File: src/sv/rfc_pkg.sv
// Shared types, codes and the CRC byte update for the radio frame checker.
package rfc_pkg;

	localparam int unsigned HDR_BYTES       = 8;
	localparam int unsigned MIN_FRAME_BYTES = 10;
	localparam logic [15:0] CRC_POLY        = 16'h1021;
	localparam logic [15:0] CRC_INIT        = 16'hFFFF;

	// Verdict codes
	typedef enum logic [2:0] {
		ERR_NONE     = 3'd0,
		ERR_CRC      = 3'd1,
		ERR_VERSION  = 3'd2,
		ERR_TYPE     = 3'd3,
		ERR_RECEIVER = 3'd4
	} err_kind_t;

	// Configuration register indexes
	typedef enum logic [2:0] {
		REG_PROTO_VER   = 3'd0,
		REG_FIRST_TYPE  = 3'd1,
		REG_LAST_TYPE   = 3'd2,
		REG_WANTED_TYPE = 3'd3,
		REG_OWN_NODE_ID = 3'd4,
		REG_WILDCARD_ID = 3'd5
	} reg_index_t;

	typedef struct packed {
		logic [7:0]  proto_ver;
		logic [7:0]  first_type;
		logic [7:0]  last_type;
		logic [7:0]  wanted_type;
		logic [15:0] own_node_id;
		logic [15:0] wildcard_id;
	} cfg_t;

	// Everything the verdict needs from a finished frame
	typedef struct packed {
		logic        len_ok;
		logic [15:0] crc;
		logic [15:0] given;
		logic [7:0]  version;
		logic [7:0]  frame_type;
		logic [15:0] sender;
		logic [15:0] receiver;
		logic [15:0] sequence_nr;
	} frame_snap_t;

	// CRC-16/CCITT-FALSE over one byte, MSB first
	function automatic logic [15:0] crc16_byte(input logic [15:0] crc, input logic [7:0] b);
		logic [15:0] c;
		c = crc ^ {b, 8'h00};
		for (int k = 0; k < 8; k++) begin
			if (c[15]) begin
				c = {c[14:0], 1'b0} ^ CRC_POLY;
			end else begin
				c = {c[14:0], 1'b0};
			end
		end
		return c;
	endfunction

endpackage

File: src/sv/rfc_frame.sv
// Per-frame byte tracking: header capture, running CRC, trailer delay, snapshot at frame end.
module rfc_frame import rfc_pkg::*; #(
	parameter int unsigned MAX_FRAME_BYTES = 255
) (
	input  logic        clk,
	input  logic        arst_n,
	input  logic        in_valid,
	output logic        in_ready,
	input  logic [7:0]  data_byte,
	input  logic        frame_end,
	output logic        snap_valid,
	input  logic        snap_ready,
	output frame_snap_t snap
);

	localparam int unsigned CNT_W = $clog2(MAX_FRAME_BYTES + 1);

	logic             accept;
	logic [15:0]      crc_q, crc_next;
	logic [15:0]      delay_q, delay_next;
	logic [CNT_W-1:0] count_q, count_next;
	logic [7:0]       version_q, version_next;
	logic [7:0]       type_q, type_next;
	logic [15:0]      sender_q, sender_next;
	logic [15:0]      receiver_q, receiver_next;
	logic [15:0]      seq_q, seq_next;
	logic             valid_s1;
	frame_snap_t      snap_s1;

	// Snapshot slot frees when the verdict stage takes it
	assign in_ready = !valid_s1 || snap_ready;
	assign accept   = in_valid && in_ready;

	// Next frame state for the byte at hand
	always_comb begin
		version_next  = version_q;
		type_next     = type_q;
		sender_next   = sender_q;
		receiver_next = receiver_q;
		seq_next      = seq_q;
		if (count_q < CNT_W'(HDR_BYTES)) begin
			case (count_q[2:0])
				3'd0: version_next = data_byte;
				3'd1: type_next = data_byte;
				3'd2: sender_next = {sender_q[15:8], data_byte};
				3'd3: sender_next = {data_byte, sender_q[7:0]};
				3'd4: receiver_next = {receiver_q[15:8], data_byte};
				3'd5: receiver_next = {data_byte, receiver_q[7:0]};
				3'd6: seq_next = {seq_q[15:8], data_byte};
				3'd7: seq_next = {data_byte, seq_q[7:0]};
				default: ;
			endcase
		end
		// CRC trails the input by two bytes
		crc_next   = (count_q >= CNT_W'(2)) ? crc16_byte(crc_q, delay_q[15:8]) : crc_q;
		delay_next = {delay_q[7:0], data_byte};
		count_next = (count_q < CNT_W'(MAX_FRAME_BYTES)) ? count_q + CNT_W'(1) : count_q;
	end

	// Frame state, cleared after the last byte
	always_ff @(posedge clk or negedge arst_n) begin
		if (!arst_n) begin
			crc_q      <= CRC_INIT;
			delay_q    <= '0;
			count_q    <= '0;
			version_q  <= '0;
			type_q     <= '0;
			sender_q   <= '0;
			receiver_q <= '0;
			seq_q      <= '0;
		end else if (accept) begin
			if (frame_end) begin
				crc_q      <= CRC_INIT;
				delay_q    <= '0;
				count_q    <= '0;
				version_q  <= '0;
				type_q     <= '0;
				sender_q   <= '0;
				receiver_q <= '0;
				seq_q      <= '0;
			end else begin
				crc_q      <= crc_next;
				delay_q    <= delay_next;
				count_q    <= count_next;
				version_q  <= version_next;
				type_q     <= type_next;
				sender_q   <= sender_next;
				receiver_q <= receiver_next;
				seq_q      <= seq_next;
			end
		end
	end

	// Snapshot valid
	always_ff @(posedge clk or negedge arst_n) begin
		if (!arst_n) begin
			valid_s1 <= 1'b0;
		end else if (accept && frame_end) begin
			valid_s1 <= 1'b1;
		end else if (snap_ready) begin
			valid_s1 <= 1'b0;
		end
	end

	// Snapshot payload; trailer is little endian
	always_ff @(posedge clk) begin
		if (accept && frame_end) begin
			snap_s1.len_ok      <= (count_next >= CNT_W'(MIN_FRAME_BYTES));
			snap_s1.crc         <= crc_next;
			snap_s1.given       <= {delay_next[7:0], delay_next[15:8]};
			snap_s1.version     <= version_next;
			snap_s1.frame_type  <= type_next;
			snap_s1.sender      <= sender_next;
			snap_s1.receiver    <= receiver_next;
			snap_s1.sequence_nr <= seq_next;
		end
	end

	assign snap_valid = valid_s1;
	assign snap       = snap_s1;

endmodule

File: config.mk
export PLATFORM = sky130hd
export DESIGN_NAME = rfc_frame
export DESIGN_NICKNAME = d
export VERILOG_FILES = /design/src/sv/rfc_pkg.sv /design/src/sv/rfc_frame.sv
export SDC_FILE = /design/constraint.sdc
export NUM_CORES = 1
export LEC_CHECK = 0
export BUFFER_PORTS_ARGS = -buffer_cell sky130_fd_sc_hd__buf_2
export CAP_MARGIN = 25
export CORE_MARGIN = 2
export CORE_UTILIZATION = 45
export CTS_BUF_LIST = sky130_fd_sc_hd__clkbuf_2
export DETAILED_ROUTE_END_ITERATION = 6
export PLACE_DENSITY_LB_ADDON = 0.1
export SETUP_SLACK_MARGIN = 0.3
export SLEW_MARGIN = 20
export SYNTH_ARGS = -nofsm -noshare
export SYNTH_HDL_FRONTEND = slang
export SYNTH_SLANG_ARGS = --single-unit
File: constraint.sdc
create_clock -name clk -period 6.4 [get_ports clk]
set_input_delay 1.92 -clock clk [delete_from_list [all_inputs] [get_ports clk]]
set_output_delay 1.92 -clock clk [all_outputs]
set_load 0.01 [all_outputs]
==> reports/qor.txt <==
Synth warnings = 0
Clk slew on worst S/H paths = 100 ps
H-tree Lvls = 2
Status = complete, no violations
DRC Markers = 0
RSZ-0062 raised after global routing = no
Drt first pass iters = 5
Worst r2r path cells = 4
Max Transition Viols Final = 0
Power density over the cells = 378 nW/um^2
Rel. slew slack = 0.378
Sequential share of power = 0.478
Max Clock Freq = 226 MHz
Critical Path Stages = 3
Final ANT Viol Nets = 0
Worst slew pin tran = 926 ps
Gate Count Post-Synth = 677
Top cells by area, synth = edfxtp_1 34%, dfrtp_1 26%, a22o_1 8.1%
WL final = 20800 um
FILL cells = 1660
Fin nets = 820
Post-CTS Setup Inserts = 0
Post-synth top area share = 0.340
HP Class = register to register
RePlAce Congestion = 0.923
Root Driver = clkbuf_2
Unique cell type count in the Yosys netlist = 49
Buf+Inv Stages, Crit Path = 2
RR Endpoint = snap[27]
Crit path launch type = input pin
Setup crit end kind = primary output
Total Power = 3.72 mW
Pin count of the biggest net entering global routing = 56
PortBufs = 111
RR Startpoint = count_q[7]
Async S/R FF share, synth = 0.520
Clock Power Share = 0.252
Clock sink count = 202
Setup Viol. Count Final = 0
Critical-path top delay cell = nand2b_1
Area of the multi-input gates = 2790 sq um
Layout cells sized above 1 = 0.277
First-pass GRT wire length = 32900 um
Synth Net Count = 696
Global Route Usage Sum = 0.209
Clk Latency, worst-skew pair = 790 ps
Period utilisation layout = 0.690
Post-synth top area cell = edfxtp_1
Syn avg cell area = 12.7 sq um
Clock tree buffer depth = 3
CP arrival = 2500 ps
Worst Setup EP = in_ready
Netlist Area Pre-Place = 8570 sq um
Core Area = 18700 sq um
Data required, critical path = 4480 ps
Largest delay contributor family on the critical path = buffers and inverters
Number of vias in the routed layout = 6126
Net switching power = 1.26 mW
Pleak = 4.17 nW
Die footprint = 20200 sq um
CP Class = input pin to primary output
Vias in the first global route = 5996
Row cnt = 50
R2R Setup Slk = 3720 ps
Starting density of the core = 0.458
Count of state elements after synthesis = 202
Number of max-cap violations = 0
Hold Vio Cnt, Final = 0
Dpl hpwl = 13300 um
Top-count cell post-synth = nand2_1
CP Cell Sequence = buf_2, nand2b_1, buf_2
VDD IR max = 0.185 mV
CTS tree = yes
Initial antenna violation count = 1
Crit path top cell by count = buf_2
Routed length per instance = 19.3 um
Drt initial violations = 493
Number of synthesized flops with an enable pin = 97
Combinational power share = 0.271
Grt total ovfl = 0
Chip width = 142 um
Area Growth Syn to Fin = 14.7%
I/O Pins = 112
Post-synth top cells = 101 x nand2_1, 97 x edfxtp_1, 89 x dfrtp_1
Gates resized, CTS repair = 0
Top_reg_cell synth = edfxtp_1
Hold Buf Count CTS = 0
Slowest stage delay, CP = 260 ps
Post-route minimum period = 4420 ps
Via density = 5.69
Setup Skew = 47.6 ps
Die H = 142 um
Switch share = 0.340
Worst Path Max Fanout = 7
TritonCTS buffer count = 49
Setup TNS = 0 ps
HP Start = delay_q[0]
P_int = 2.45 mW
Crit path from = snap_ready
Seq/Total Area, Yosys = 0.649
Sequential cell area = 5560 sq um
cells in the final DEF, fill, tap and decap left out, types with 4 or more instances in the layout:
cell,Yosys,final
o211ai_1,9,9
nand2b_1,6,6
a21oi_1,11,11
nand4_1,5,5
and3_1,6,6
clkinv_1,0,13
and2_1,4,4
clkinv_2,0,6
o21ai_1,5,5
nand3_1,15,15
a22o_1,79,79
buf_4,3,9
xor2_1,7,7
clkbuf_2,0,68
nor4_1,10,10
o22a_1,4,4
o221ai_1,8,8
o2bb2ai_1,17,17
mux2_2,10,10
nor2_1,29,28
inv_1,6,6
a2bb2oi_1,7,7
edfxtp_1,97,97
nor3_1,17,17
ha_1,6,6
xnor2_1,20,20
buf_2,4,110
dfrtp_1,89,89
o21ai_0,18,18
dfstp_2,16,16
nand2_1,101,101
registers in the layout, summed over array words and instances, names as in the netlist, 8 cells and up:
name	cells
sender_q	16
version_q	8
count_q	8
receiver_q	16
seq_q	16
type_q	8
snap	97
crc_q	16
delay_q	16
through the flow:
step           cell area [sq um]  setup slack [ps]  cells  utilization  hold slack [ps]
3_3_place_gp                9290              1990    982        0.496              467
5_1_grt                     9830              1940   1076        0.526              482
3_5_place_dp                9290              1990    982        0.496              472
2_1_floorplan               8570               731    677            -              447
6_report                    9830              1980   1076        0.526              478
4_1_cts                     9800              1990   1073        0.524              490
metal layers:
| layer | vias to the layer above | part of all wire | global-route usage |
|---|---|---|---|
| met5 | - | 0 | 0 |
| met4 | 0 | 0.022 | 0.0732 |
| met3 | 38 | 0.060 | 0.0464 |
| met2 | 219 | 0.48 | 0.327 |
| met1 | 3044 | 0.44 | 0.291 |
| li1 | 2825 | - | - |
worst min-delay path by stage:
stage	to	slack, ps	cells after the start
2_1_floorplan	snap[64]	450	0
3_3_place_gp	type_q[7]	470	2
3_5_place_dp	snap[69]	470	0
4_1_cts	snap[64]	490	0
5_1_grt	snap[64]	480	0
6_report	snap[64]	480	0
power groups by stage:
stage                     Sequential [mW]  Combinational, mW  Clock [mW]
final                                1.77               1.01       0.935
after global routing                 1.80               1.12        1.02
after CTS                            1.77              0.989       0.968
after detailed placement             1.80              0.980           0
after global placement               1.79              0.962           0
after floorplan                      1.79              0.704           0
layout make-up:
type                    count  area share
clock inverters            23      0.0176
flip-flops and latches    202       0.566
repair buffers            121      0.0659
diodes                      1    0.000255
clock buffers              68      0.0346
multi-input cells         421       0.284
inverters                   6     0.00229
well taps                 234      0.0298
cells by family (layout without fill, tap and decap cells):
| group | count (synthesis) | after routing | share of synthesized area |
|---|---|---|---|
| simple gates | 210 | 210 | 0.120 |
| flops | 202 | 202 | 0.649 |
| compound gates | 167 | 167 | 0.154 |
| buf+inv | 54 | 218 | 0.0264 |
| xor+xnor | 27 | 27 | 0.0276 |
| mux | 11 | 11 | 0.0143 |
| fa+ha+maj | 6 | 6 | 0.00876 |
| other cells | 0 | 1 | 0 |
(Power assumes the default switching activity.)
